$ cat src/design/text_line_number_and_escape_filter_core_assert.svh
// Assertion macros shared by the line-number and escape filter modules.
// Needs nothing else; each module that checks itself includes this file.
`ifndef TEXT_LINE_NUMBER_AND_ESCAPE_FILTER_CORE_ASSERT_SVH
`define TEXT_LINE_NUMBER_AND_ESCAPE_FILTER_CORE_ASSERT_SVH

// The consequence must hold in the same cycle as the antecedent.
`define TLNEF_ASSERT_NOW(label, clk, rst, ante, cons) \
  label: assert property (@(posedge clk) disable iff (rst) (ante) |-> (cons)) \
    else $error("assertion failed in the line filter");

// The consequence must hold in the cycle after the antecedent.
`define TLNEF_ASSERT_NEXT(label, clk, rst, ante, cons) \
  label: assert property (@(posedge clk) disable iff (rst) (ante) |=> (cons)) \
    else $error("assertion failed in the line filter");

`endif

$ cat src/design/tlnef_pkg.sv
// Shared types, character codes and the caret notation helper of the line filter.
// Depends on nothing; the front end, back end, top level and testbench use it by scoped names.
package tlnef_pkg;

  typedef struct packed {
    logic number_all_lines;
    logic number_nonblank_only;
    logic squeeze_blank_lines;
    logic mark_line_ends;
    logic mark_tabs;
    logic mark_nonprinting;
  } cfg_t;

  localparam int unsigned CFG_INDEX_W = 3;

  typedef enum logic [CFG_INDEX_W-1:0] {
    REG_NUMBER_ALL      = 3'd0,
    REG_NUMBER_NONBLANK = 3'd1,
    REG_SQUEEZE         = 3'd2,
    REG_MARK_ENDS       = 3'd3,
    REG_MARK_TABS       = 3'd4,
    REG_MARK_NONPRINT   = 3'd5
  } cfg_reg_t;

  localparam logic [7:0] CH_NL       = 8'h0A;
  localparam logic [7:0] CH_TAB      = 8'h09;
  localparam logic [7:0] CH_SPACE    = 8'h20;
  localparam logic [7:0] CH_ZERO     = 8'h30;
  localparam logic [7:0] CH_DOLLAR   = 8'h24;
  localparam logic [7:0] CH_CARET    = 8'h5E;
  localparam logic [7:0] CH_QUEST    = 8'h3F;
  localparam logic [7:0] CH_AT       = 8'h40;
  localparam logic [7:0] CH_M        = 8'h4D;
  localparam logic [7:0] CH_DASH     = 8'h2D;
  localparam logic [7:0] CH_I        = 8'h49;
  localparam logic [7:0] CH_DEL      = 8'h7F;
  localparam logic [7:0] CH_PRINT_LO = 8'h20;

  // Narrowest field width of the line number.
  localparam int unsigned MIN_WIDTH = 6;

  // The body of one request: up to four bytes, sent from index 0 to last_idx.
  typedef struct packed {
    logic [3:0][7:0] bytes;
    logic [1:0]      last_idx;
  } body_t;

  typedef enum logic [1:0] {
    PH_PAD,
    PH_DIGIT,
    PH_SEP,
    PH_BODY
  } phase_t;

  // Caret and M- notation of one byte; every low control value gets a caret.
  function automatic body_t caret_body(input logic [7:0] c);
    body_t      b;
    logic [6:0] low;
    logic [1:0] k;
    b.bytes    = '0;
    b.last_idx = 2'd0;
    low        = c[6:0];
    k          = 2'd0;
    if (c[7]) begin
      b.bytes[0] = CH_M;
      b.bytes[1] = CH_DASH;
      k          = 2'd2;
    end
    if ({1'b0, low} == CH_DEL) begin
      b.bytes[k]        = CH_CARET;
      b.bytes[k + 2'd1] = CH_QUEST;
      b.last_idx        = k + 2'd1;
    end else if ({1'b0, low} < CH_PRINT_LO) begin
      b.bytes[k]        = CH_CARET;
      b.bytes[k + 2'd1] = {1'b0, low} + CH_AT;
      b.last_idx        = k + 2'd1;
    end else begin
      b.bytes[k] = {1'b0, low};
      b.last_idx = k;
    end
    return b;
  endfunction

endpackage

$ cat src/design/tlnef_front.sv
// Front end of the line filter: takes input bytes, keeps the line state and counter,
// and builds one request per unsqueezed byte. Uses tlnef_pkg and the assertion header.
`include "text_line_number_and_escape_filter_core_assert.svh"

module tlnef_front #(
  parameter int unsigned LINE_DIGITS = 10,
  localparam int unsigned IW = $clog2(LINE_DIGITS),
  localparam int unsigned JOB_W = 1 + IW + 4 * LINE_DIGITS + $bits(tlnef_pkg::body_t)
) (
  input  logic              clk,
  input  logic              rst,
  input  tlnef_pkg::cfg_t   cfg,
  input  logic              in_valid,
  output logic              in_ready,
  input  logic [7:0]        byte_in,
  input  logic              q_full,
  output logic              push,
  output logic [JOB_W-1:0]  job
);

  typedef struct packed {
    logic                        prefix;
    logic [IW-1:0]               top;
    logic [LINE_DIGITS-1:0][3:0] digits;
    tlnef_pkg::body_t            body;
  } job_t;

  logic                        at_line_begin;
  logic                        previous_line_blank;
  logic [LINE_DIGITS-1:0][3:0] line_count_bcd;
  logic [LINE_DIGITS-1:0][3:0] line_count_bcd_next;
  logic [LINE_DIGITS-1:0][3:0] count_inc;
  logic [LINE_DIGITS-1:0]      nines;
  logic [LINE_DIGITS-1:0]      mask;
  logic                        carry;
  logic                        is_nl;
  logic                        is_tab;
  logic                        drop;
  logic                        count_en;
  logic                        accept;
  job_t                        job_d;

  assign in_ready = !q_full;
  assign accept   = in_valid && in_ready;
  assign push     = accept && !drop;
  assign job      = job_d;

  always_comb begin
    is_nl  = (byte_in == tlnef_pkg::CH_NL);
    is_tab = (byte_in == tlnef_pkg::CH_TAB);
    drop   = at_line_begin && cfg.squeeze_blank_lines && is_nl && previous_line_blank;
    count_en = at_line_begin && !drop &&
               (cfg.number_nonblank_only ? !is_nl : cfg.number_all_lines);

    // Decimal increment: a digit steps when every digit below it is a nine.
    mask  = '0;
    carry = 1'b0;
    for (int i = 0; i < LINE_DIGITS; i++) begin
      nines[i] = (line_count_bcd[i] == 4'd9);
    end
    for (int i = 0; i < LINE_DIGITS; i++) begin
      carry        = &(nines | ~mask);
      count_inc[i] = carry ? (nines[i] ? 4'd0 : line_count_bcd[i] + 4'd1)
                           : line_count_bcd[i];
      mask[i]      = 1'b1;
    end
    line_count_bcd_next = count_en ? count_inc : line_count_bcd;

    job_d        = '0;
    job_d.prefix = count_en;
    job_d.digits = line_count_bcd_next;
    for (int i = 1; i < LINE_DIGITS; i++) begin
      if (line_count_bcd_next[i] != 4'd0) begin
        job_d.top = IW'(i);
      end
    end

    priority if (is_nl) begin
      if (cfg.mark_line_ends) begin
        job_d.body.bytes[0] = tlnef_pkg::CH_DOLLAR;
        job_d.body.bytes[1] = tlnef_pkg::CH_NL;
        job_d.body.last_idx = 2'd1;
      end else begin
        job_d.body.bytes[0] = tlnef_pkg::CH_NL;
      end
    end else if (is_tab) begin
      if (cfg.mark_tabs) begin
        job_d.body.bytes[0] = tlnef_pkg::CH_CARET;
        job_d.body.bytes[1] = tlnef_pkg::CH_I;
        job_d.body.last_idx = 2'd1;
      end else begin
        job_d.body.bytes[0] = tlnef_pkg::CH_TAB;
      end
    end else if (cfg.mark_nonprinting &&
                 (byte_in < tlnef_pkg::CH_PRINT_LO || byte_in >= tlnef_pkg::CH_DEL)) begin
      job_d.body = tlnef_pkg::caret_body(byte_in);
    end else begin
      job_d.body.bytes[0] = byte_in;
    end
  end

  always_ff @(posedge clk) begin
    if (rst) begin
      at_line_begin       <= 1'b1;
      previous_line_blank <= 1'b0;
      line_count_bcd      <= '0;
    end else if (accept) begin
      at_line_begin  <= is_nl;
      line_count_bcd <= line_count_bcd_next;
      if (at_line_begin) begin
        previous_line_blank <= cfg.squeeze_blank_lines && is_nl;
      end
    end
  end

  `TLNEF_ASSERT_NEXT(a_drop_keeps_line_begin, clk, rst, accept && drop,
                     at_line_begin && previous_line_blank)
  `TLNEF_ASSERT_NEXT(a_count_moves, clk, rst, accept && count_en,
                     line_count_bcd != $past(line_count_bcd))

endmodule

$ cat src/design/tlnef_queue.sv
// Two-entry queue that decouples the front end from the back end of the line filter.
// Uses the assertion header; the payload width comes from the instantiating module.
`include "text_line_number_and_escape_filter_core_assert.svh"

module tlnef_queue #(
  parameter int unsigned WIDTH = 8
) (
  input  logic             clk,
  input  logic             rst,
  input  logic             push,
  input  logic [WIDTH-1:0] push_data,
  output logic             full,
  input  logic             pop,
  output logic             empty,
  output logic [WIDTH-1:0] head
);

  logic [WIDTH-1:0] entries [2];
  logic             wr_ptr;
  logic             rd_ptr;
  logic [1:0]       count;

  assign full  = (count == 2'd2);
  assign empty = (count == 2'd0);
  assign head  = entries[rd_ptr];

  always_ff @(posedge clk) begin
    if (push) begin
      entries[wr_ptr] <= push_data;
    end
  end

  always_ff @(posedge clk) begin
    if (rst) begin
      wr_ptr <= 1'b0;
      rd_ptr <= 1'b0;
      count  <= 2'd0;
    end else begin
      if (push) begin
        wr_ptr <= !wr_ptr;
      end
      if (pop) begin
        rd_ptr <= !rd_ptr;
      end
      count <= count + {1'b0, push} - {1'b0, pop};
    end
  end

  `TLNEF_ASSERT_NOW(a_no_overrun, clk, rst, push, !full)
  `TLNEF_ASSERT_NOW(a_no_underrun, clk, rst, pop, !empty)

endmodule

$ cat src/design/tlnef_back.sv
// Back end of the line filter: expands the queue head request into output bytes, one per
// cycle while out_ready is high, via a registered output. Uses tlnef_pkg, assert header.
`include "text_line_number_and_escape_filter_core_assert.svh"

module tlnef_back #(
  parameter int unsigned LINE_DIGITS = 10,
  localparam int unsigned IW = $clog2(LINE_DIGITS),
  localparam int unsigned JOB_W = 1 + IW + 4 * LINE_DIGITS + $bits(tlnef_pkg::body_t)
) (
  input  logic             clk,
  input  logic             rst,
  input  logic             head_valid,
  input  logic [JOB_W-1:0] head,
  output logic             pop,
  output logic             out_valid,
  input  logic             out_ready,
  output logic [7:0]       out_byte,
  output logic             last_of_run
);

  typedef struct packed {
    logic                        prefix;
    logic [IW-1:0]               top;
    logic [LINE_DIGITS-1:0][3:0] digits;
    tlnef_pkg::body_t            body;
  } job_t;

  job_t                      job;
  logic                      fresh;
  tlnef_pkg::phase_t         phase;
  tlnef_pkg::phase_t         phase_next;
  tlnef_pkg::phase_t         cur_phase;
  logic [IW-1:0]             idx;
  logic [IW-1:0]             idx_next;
  logic [IW-1:0]             cur_idx;
  logic [IW-1:0]             npad;
  logic [7:0]                byte_d;
  logic                      job_end;
  logic                      fire;

  assign job  = job_t'(head);
  assign fire = head_valid && (!out_valid || out_ready);
  assign pop  = fire && job_end;

  always_comb begin
    npad = (job.top < IW'(tlnef_pkg::MIN_WIDTH - 1))
           ? IW'(tlnef_pkg::MIN_WIDTH - 1) - job.top : '0;

    if (fresh) begin
      if (!job.prefix) begin
        cur_phase = tlnef_pkg::PH_BODY;
      end else if (npad != '0) begin
        cur_phase = tlnef_pkg::PH_PAD;
      end else begin
        cur_phase = tlnef_pkg::PH_DIGIT;
      end
      cur_idx = (cur_phase == tlnef_pkg::PH_DIGIT) ? job.top : '0;
    end else begin
      cur_phase = phase;
      cur_idx   = idx;
    end

    phase_next = cur_phase;
    idx_next   = cur_idx + IW'(1);
    job_end    = 1'b0;
    byte_d     = tlnef_pkg::CH_SPACE;

    unique case (cur_phase)
      tlnef_pkg::PH_PAD: begin
        if (cur_idx == npad - IW'(1)) begin
          phase_next = tlnef_pkg::PH_DIGIT;
          idx_next   = job.top;
        end
      end
      tlnef_pkg::PH_DIGIT: begin
        byte_d   = tlnef_pkg::CH_ZERO | {4'd0, job.digits[cur_idx]};
        idx_next = cur_idx - IW'(1);
        if (cur_idx == '0) begin
          phase_next = tlnef_pkg::PH_SEP;
          idx_next   = '0;
        end
      end
      tlnef_pkg::PH_SEP: begin
        if (cur_idx == IW'(1)) begin
          phase_next = tlnef_pkg::PH_BODY;
          idx_next   = '0;
        end
      end
      tlnef_pkg::PH_BODY: begin
        byte_d  = job.body.bytes[cur_idx[1:0]];
        job_end = (cur_idx[1:0] == job.body.last_idx);
      end
      default: begin
        job_end = 1'b1;
      end
    endcase
  end

  always_ff @(posedge clk) begin
    if (rst) begin
      fresh     <= 1'b1;
      phase     <= tlnef_pkg::PH_PAD;
      idx       <= '0;
      out_valid <= 1'b0;
    end else begin
      if (fire) begin
        out_valid <= 1'b1;
        fresh     <= job_end;
        phase     <= phase_next;
        idx       <= idx_next;
      end else if (out_ready) begin
        out_valid <= 1'b0;
      end
    end
  end

  always_ff @(posedge clk) begin
    if (fire) begin
      out_byte    <= byte_d;
      last_of_run <= job_end;
    end
  end

  `TLNEF_ASSERT_NEXT(a_pop_marks_last, clk, rst, pop, fresh && out_valid && last_of_run)
  `TLNEF_ASSERT_NOW(a_job_held_at_head, clk, rst, !fresh, head_valid)

endmodule

$ cat src/design/text_line_number_and_escape_filter_core.sv
// Top level of the line-number and caret-escape text filter.
// Uses tlnef_pkg, tlnef_front, tlnef_queue and tlnef_back.
//
// The filter takes one text byte per request and sends out the transformed bytes, one
// output byte per clock cycle while out_ready is high, with last_of_run marking the
// final byte of each request. An input byte that maps to a single output byte (the
// usual case) flows at one request per cycle while out_ready is high; a byte that
// expands to n output bytes holds the back end until all n are sent (up to four for
// an escape, plus the line-number prefix of max(digits, 6) + 2 bytes at the start of
// a numbered line), and the front end stalls once the two-entry queue between them is
// full. A squeezed blank line produces no output and takes no back-end time. The six
// configuration flags are written through cfg_we, cfg_index and cfg_data (bit 0), and
// should only change while the filter is idle. LINE_DIGITS sets the width of the
// decimal line counter, which wraps from all nines to zero.

module text_line_number_and_escape_filter_core #(
  parameter int unsigned LINE_DIGITS = 10
) (
  input  logic                              clk,
  input  logic                              rst,
  input  logic                              cfg_we,
  input  logic [tlnef_pkg::CFG_INDEX_W-1:0] cfg_index,
  input  logic                              cfg_data,
  input  logic                              in_valid,
  output logic                              in_ready,
  input  logic [7:0]                        byte_in,
  output logic                              out_valid,
  input  logic                              out_ready,
  output logic [7:0]                        out_byte,
  output logic                              last_of_run
);

  localparam int unsigned IW    = $clog2(LINE_DIGITS);
  localparam int unsigned JOB_W = 1 + IW + 4 * LINE_DIGITS + $bits(tlnef_pkg::body_t);

  tlnef_pkg::cfg_t  cfg;
  logic             q_full;
  logic             q_empty;
  logic             push;
  logic             pop;
  logic [JOB_W-1:0] job;
  logic [JOB_W-1:0] head;

  // Configuration flags. Writes to indexes past the last flag are ignored.
  always_ff @(posedge clk) begin
    if (rst) begin
      cfg <= '0;
    end else if (cfg_we) begin
      unique case (cfg_index)
        tlnef_pkg::REG_NUMBER_ALL:      cfg.number_all_lines     <= cfg_data;
        tlnef_pkg::REG_NUMBER_NONBLANK: cfg.number_nonblank_only <= cfg_data;
        tlnef_pkg::REG_SQUEEZE:         cfg.squeeze_blank_lines  <= cfg_data;
        tlnef_pkg::REG_MARK_ENDS:       cfg.mark_line_ends       <= cfg_data;
        tlnef_pkg::REG_MARK_TABS:       cfg.mark_tabs            <= cfg_data;
        tlnef_pkg::REG_MARK_NONPRINT:   cfg.mark_nonprinting     <= cfg_data;
        default: begin
        end
      endcase
    end
  end

  // The front end decides squeezing and numbering and builds the escape bytes.
  tlnef_front #(
    .LINE_DIGITS (LINE_DIGITS)
  ) u_front (
    .clk      (clk),
    .rst      (rst),
    .cfg      (cfg),
    .in_valid (in_valid),
    .in_ready (in_ready),
    .byte_in  (byte_in),
    .q_full   (q_full),
    .push     (push),
    .job      (job)
  );

  // The queue lets a long expansion drain while the front end accepts until it is full.
  tlnef_queue #(
    .WIDTH (JOB_W)
  ) u_queue (
    .clk       (clk),
    .rst       (rst),
    .push      (push),
    .push_data (job),
    .full      (q_full),
    .pop       (pop),
    .empty     (q_empty),
    .head      (head)
  );

  // The back end walks the prefix and body of each request a byte at a time.
  tlnef_back #(
    .LINE_DIGITS (LINE_DIGITS)
  ) u_back (
    .clk         (clk),
    .rst         (rst),
    .head_valid  (!q_empty),
    .head        (head),
    .pop         (pop),
    .out_valid   (out_valid),
    .out_ready   (out_ready),
    .out_byte    (out_byte),
    .last_of_run (last_of_run)
  );

endmodule

$ cat config.mk
export PLATFORM = sky130hd
export DESIGN_NAME = text_line_number_and_escape_filter_core
export DESIGN_NICKNAME = d
export VERILOG_FILES = /design/src/design/tlnef_pkg.sv /design/src/design/tlnef_front.sv /design/src/design/tlnef_queue.sv /design/src/design/tlnef_back.sv /design/src/design/text_line_number_and_escape_filter_core.sv
export VERILOG_INCLUDE_DIRS = /design/src /design/src/design
export SDC_FILE = /design/constraint.sdc
export NUM_CORES = 1
export LEC_CHECK = 0
export ABC_AREA = 1
export BUFFER_PORTS_ARGS = -buffer_cell sky130_fd_sc_hd__buf_4
export CORE_MARGIN = 3
export CORE_UTILIZATION = 40
export CTS_CLUSTER_SIZE = 28
export DETAILED_ROUTE_END_ITERATION = 7
export HOLD_SLACK_MARGIN = 0.1
export PLACE_DENSITY = 0.66
export SLEW_MARGIN = 5
export SYNTH_ARGS = -nofsm -noshare
export SYNTH_HDL_FRONTEND = slang
export SYNTH_SLANG_ARGS = --single-unit
$ cat constraint.sdc
create_clock -name clk -period 5.9 [get_ports clk]
set_input_delay 1.18 -clock clk [delete_from_list [all_inputs] [get_ports clk]]
set_output_delay 1.18 -clock clk [all_outputs]
set_load 0.005 [all_outputs]
==> impl_metrics.env <==
export IMPL_status="finished clean"
export IMPL_post_cts_setup_buffers=0
export IMPL_n_antenna_cell=0
export IMPL_critical_path_required_ns=6.33
export IMPL_powerDensity_mw_per_mm2=448
export IMPL_cts_max_level=1
export IMPL_cts_resized=0
export IMPL_drtAntennaViolNets=0
export IMPL_area_growth_pct=12.3
export IMPL_ys_ff_latch=226
export IMPL_synth_edf_count=165
export IMPL_cts_reportedPaths_clkPinSlew_ns=0.06
export IMPL_drv_cap=0
export IMPL_min_period_ns=4.05
export IMPL_rsz0062_at_grt="false"
export IMPL_hold_depth=2
export IMPL_grt_overflow_total=0
export IMPL_die_h_um=176
export IMPL_cts_sinks=226
export IMPL_grt_start_max_net_pins=79
export IMPL_avgSynthCellArea_um2=8.69
export IMPL_avgViaCountPerCell=5.13
export IMPL_io_buffers=27
export IMPL_maxSlewViolCount=0
export IMPL_synth_yosys_seq_area_share=0.534
export IMPL_synthFlopType="edfxtp_1"
export IMPL_initial_utilization=0.411
export IMPL_crit_type="reg -> reg"
export IMPL_root_buffer="clkbuf_16"
export IMPL_worstPathArrival_ns=4.48
export IMPL_max_slew_margin=0.203
export IMPL_drive_gt1_frac=0.115
export IMPL_cts_buffer_depth=3
export IMPL_grt_pass1_wl_um=42400
export IMPL_dieWidth_um=176
export IMPL_cts_buffers=25
export IMPL_nNetsFinal=1375
export IMPL_synth_warnings=0
export IMPL_ios=28
export IMPL_r2r_cells=20
export IMPL_grt_pass1_vias=8387
export IMPL_max_freq_ghz=0.247
export IMPL_fin_skew_ns=0.0103
export IMPL_worst_path_max_fanout=27
export IMPL_netlist_area_mm2=0.0116
export IMPL_worstMarginPinSlew_ns=1.19
export IMPL_worstSkewPairLatency_ns=0.53
export IMPL_first_pass_iters=5
export IMPL_wl_per_cell_um=14.9
export IMPL_cts_tree="yes"
export IMPL_ys_types=51
export IMPL_cellLeakagePower_nw=5.38
export IMPL_final_setup_tns_ns=0
export IMPL_dr_total_vias=8953
export IMPL_design_area_mm2=0.0130
export IMPL_cp_start_kind="flip-flop"
export IMPL_r2r_setup_slack_ns=1.85
export IMPL_core_area_mm2=0.0282
export IMPL_hold_buffers=0
export IMPL_place_area_mm2=0.0121
export IMPL_track_usage=0.165
export IMPL_endpoint_kind="flip-flop"
export IMPL_dp_hpwl_um=17500
export IMPL_synthArstFlopShare=0
export IMPL_routabilityCongestion=0.872
export IMPL_drt_iter0_drc=867
export IMPL_peakVddDrop_mv=0.232
export IMPL_final_hold_viol_count=0
export IMPL_finalCritPeriodShare=0.686
export IMPL_drc=0
export IMPL_setup_violations=0
export IMPL_syn_inst=1332
export IMPL_num_rows=61
export IMPL_hold_start="cfg[2]"
export IMPL_dieArea_mm2=0.0310
export IMPL_antenna_found_initial=0
export IMPL_wl_um=25900
export IMPL_hold_class="reg -> reg"
-- metal layers --
| layer | global-route usage | share of wire | vias to the layer above |
|---|---|---|---|
| met2 | 0.268 | 0.45 | 265 |
| li1 | - | - | 4514 |
| met4 | 0.0435 | 0.019 | 0 |
| met3 | 0.0254 | 0.053 | 41 |
| met1 | 0.233 | 0.47 | 4133 |
| met5 | 0 | 0 | - |
-- placed cells by master (no fill, tap or decap), types with 3 or more instances in the layout --
cell type / instances
nand2_1: 226
inv_1: 174
edfxtp_1: 165
nor2_1: 153
o21ai_0: 130
a21oi_1: 83
nand3_1: 63
dfxtp_1: 60
buf_4: 35
o211ai_1: 34
clkbuf_16: 25
or2_2: 18
xor2_1: 16
nand4_1: 16
nor3_1: 13
mux2i_1: 13
inv_2: 12
nand2_2: 10
a31oi_1: 10
ha_1: 10
nor2_4: 9
nor2_2: 9
o21ai_1: 9
clkinv_2: 6
nor4_1: 6
bufinv_16: 5
clkinv_1: 5
nand3_2: 4
nand4_2: 4
nor3_2: 4
o311ai_0: 4
conb_1: 4
o21ai_2: 3
xnor2_1: 3
clkbuf_1: 3
-- cell usage after synthesis (2+ instances only) --
library cell,number,share of area
nand2_1,227,0.074
inv_1,174,0.056
edfxtp_1,165,0.43
nor2_1,155,0.050
o21ai_0,130,0.056
a21oi_1,84,0.036
nand3_1,63,0.027
dfxtp_1,61,0.11
o211ai_1,34,0.022
clkbuf_1,30,0.0097
or2_2,18,0.0097
nand4_1,16,0.0087
xor2_1,16,0.012
mux2i_1,13,0.011
nor3_1,13,0.0056
buf_2,12,0.0052
inv_2,12,0.0039
a31oi_1,10,0.0054
ha_1,10,0.011
nand2_2,9,0.0049
nor2_2,9,0.0049
o21ai_1,9,0.0039
nor2_4,7,0.0068
nor4_1,6,0.0032
buf_4,4,0.0026
nand3_2,4,0.0035
nand4_2,4,0.0043
nor3_2,4,0.0035
o311ai_0,4,0.0030
o21ai_2,3,0.0023
xnor2_1,3,0.0023
buf_6,2,0.0019
nand3b_1,2,0.0013
o22ai_1,2,0.0011
-- where the power goes --
part / leakage [nW] / switching, mW / internal [mW]
clock network: 0.426 / 0.631 / 1.00
logic: 2.87 / 1.35 / 0.625
registers: 2.08 / 0.140 / 2.07
total: 5.38 / 2.12 / 3.70
-- metrics by stage --
step	std cells	worst slack, ns	hold slack (ns)	power, mW	util
after floorplan	1335	0.462	0.430	3.66	-
after global placement	1699	1.92	0.450	4.18	0.431
after detailed placement	1699	1.84	0.458	4.22	0.431
after CTS	1745	1.81	0.467	5.85	0.461
after global routing	1745	1.46	0.482	6.21	0.461
final	1745	1.85	0.462	5.82	0.461
-- sequential cells by signal (all words and copies together), names as in the netlist, named ones only --
name and count:
u_front.at_line_begin 1, u_queue.wr_ptr 1, u_back.last_of_run 1, u_queue.entries 156, u_back.idx 4, u_front.previous_line_blank 1
u_front.line_count_bcd 40, cfg 6, u_back.phase 2, u_queue.count 2, u_back.out_valid 1, u_queue.rd_ptr 1
u_back.out_byte 8, u_back.fresh 1
-- logic make-up (layout without fill, tap and decap cells) --
kind of cell / after synthesis / after routing / share of synthesized area
adder cells (fa/ha/maj): 10 / 10 / 0.0108
other: 1 / 4 / 0.000324
multiplexers: 13 / 13 / 0.0112
XOR/XNOR: 20 / 20 / 0.0158
AO/OA/AOI/OAI: 283 / 283 / 0.136
buffers and inverters: 238 / 270 / 0.0815
flip-flops: 226 / 226 / 0.534
AND/OR/NAND/NOR: 541 / 541 / 0.211
-- cell type report --
cell class | instances | area (um2)
fillers | 2628 | 15200
flip-flops and latches | 226 | 6180
multi-input cells | 871 | 4480
inverters | 188 | 709
clock buffers | 28 | 637
well taps | 378 | 473
repair buffers | 36 | 283
clock inverters | 18 | 230
-- final timing paths --
kind	endpoint
max	u_back.idx[1]
min	cfg[2]
max reg2reg	u_back.idx[1]
min reg2reg	cfg[2]
-- critical path: stages, from the launching register on --
cell and delay, ns:
dfxtp_2 0.72, nand2_1 0.13, nand2_2 0.15, inv_1 0.10
ha_1 0.20, nand3_1 0.08, nand2_1 0.09, nor2_4 0.16
nand2_1 0.10, ha_1 0.27, nand4_2 0.13, nand2_2 0.31
inv_1 0.63, ha_1 0.28, nand2_1 0.07, o21ai_1 0.13
nand2_1 0.11, nand2_1 0.07, nand3_1 0.08, nand2_1 0.08
inv_1 0.03
Note: power is estimated with default switching activity, not from simulation.
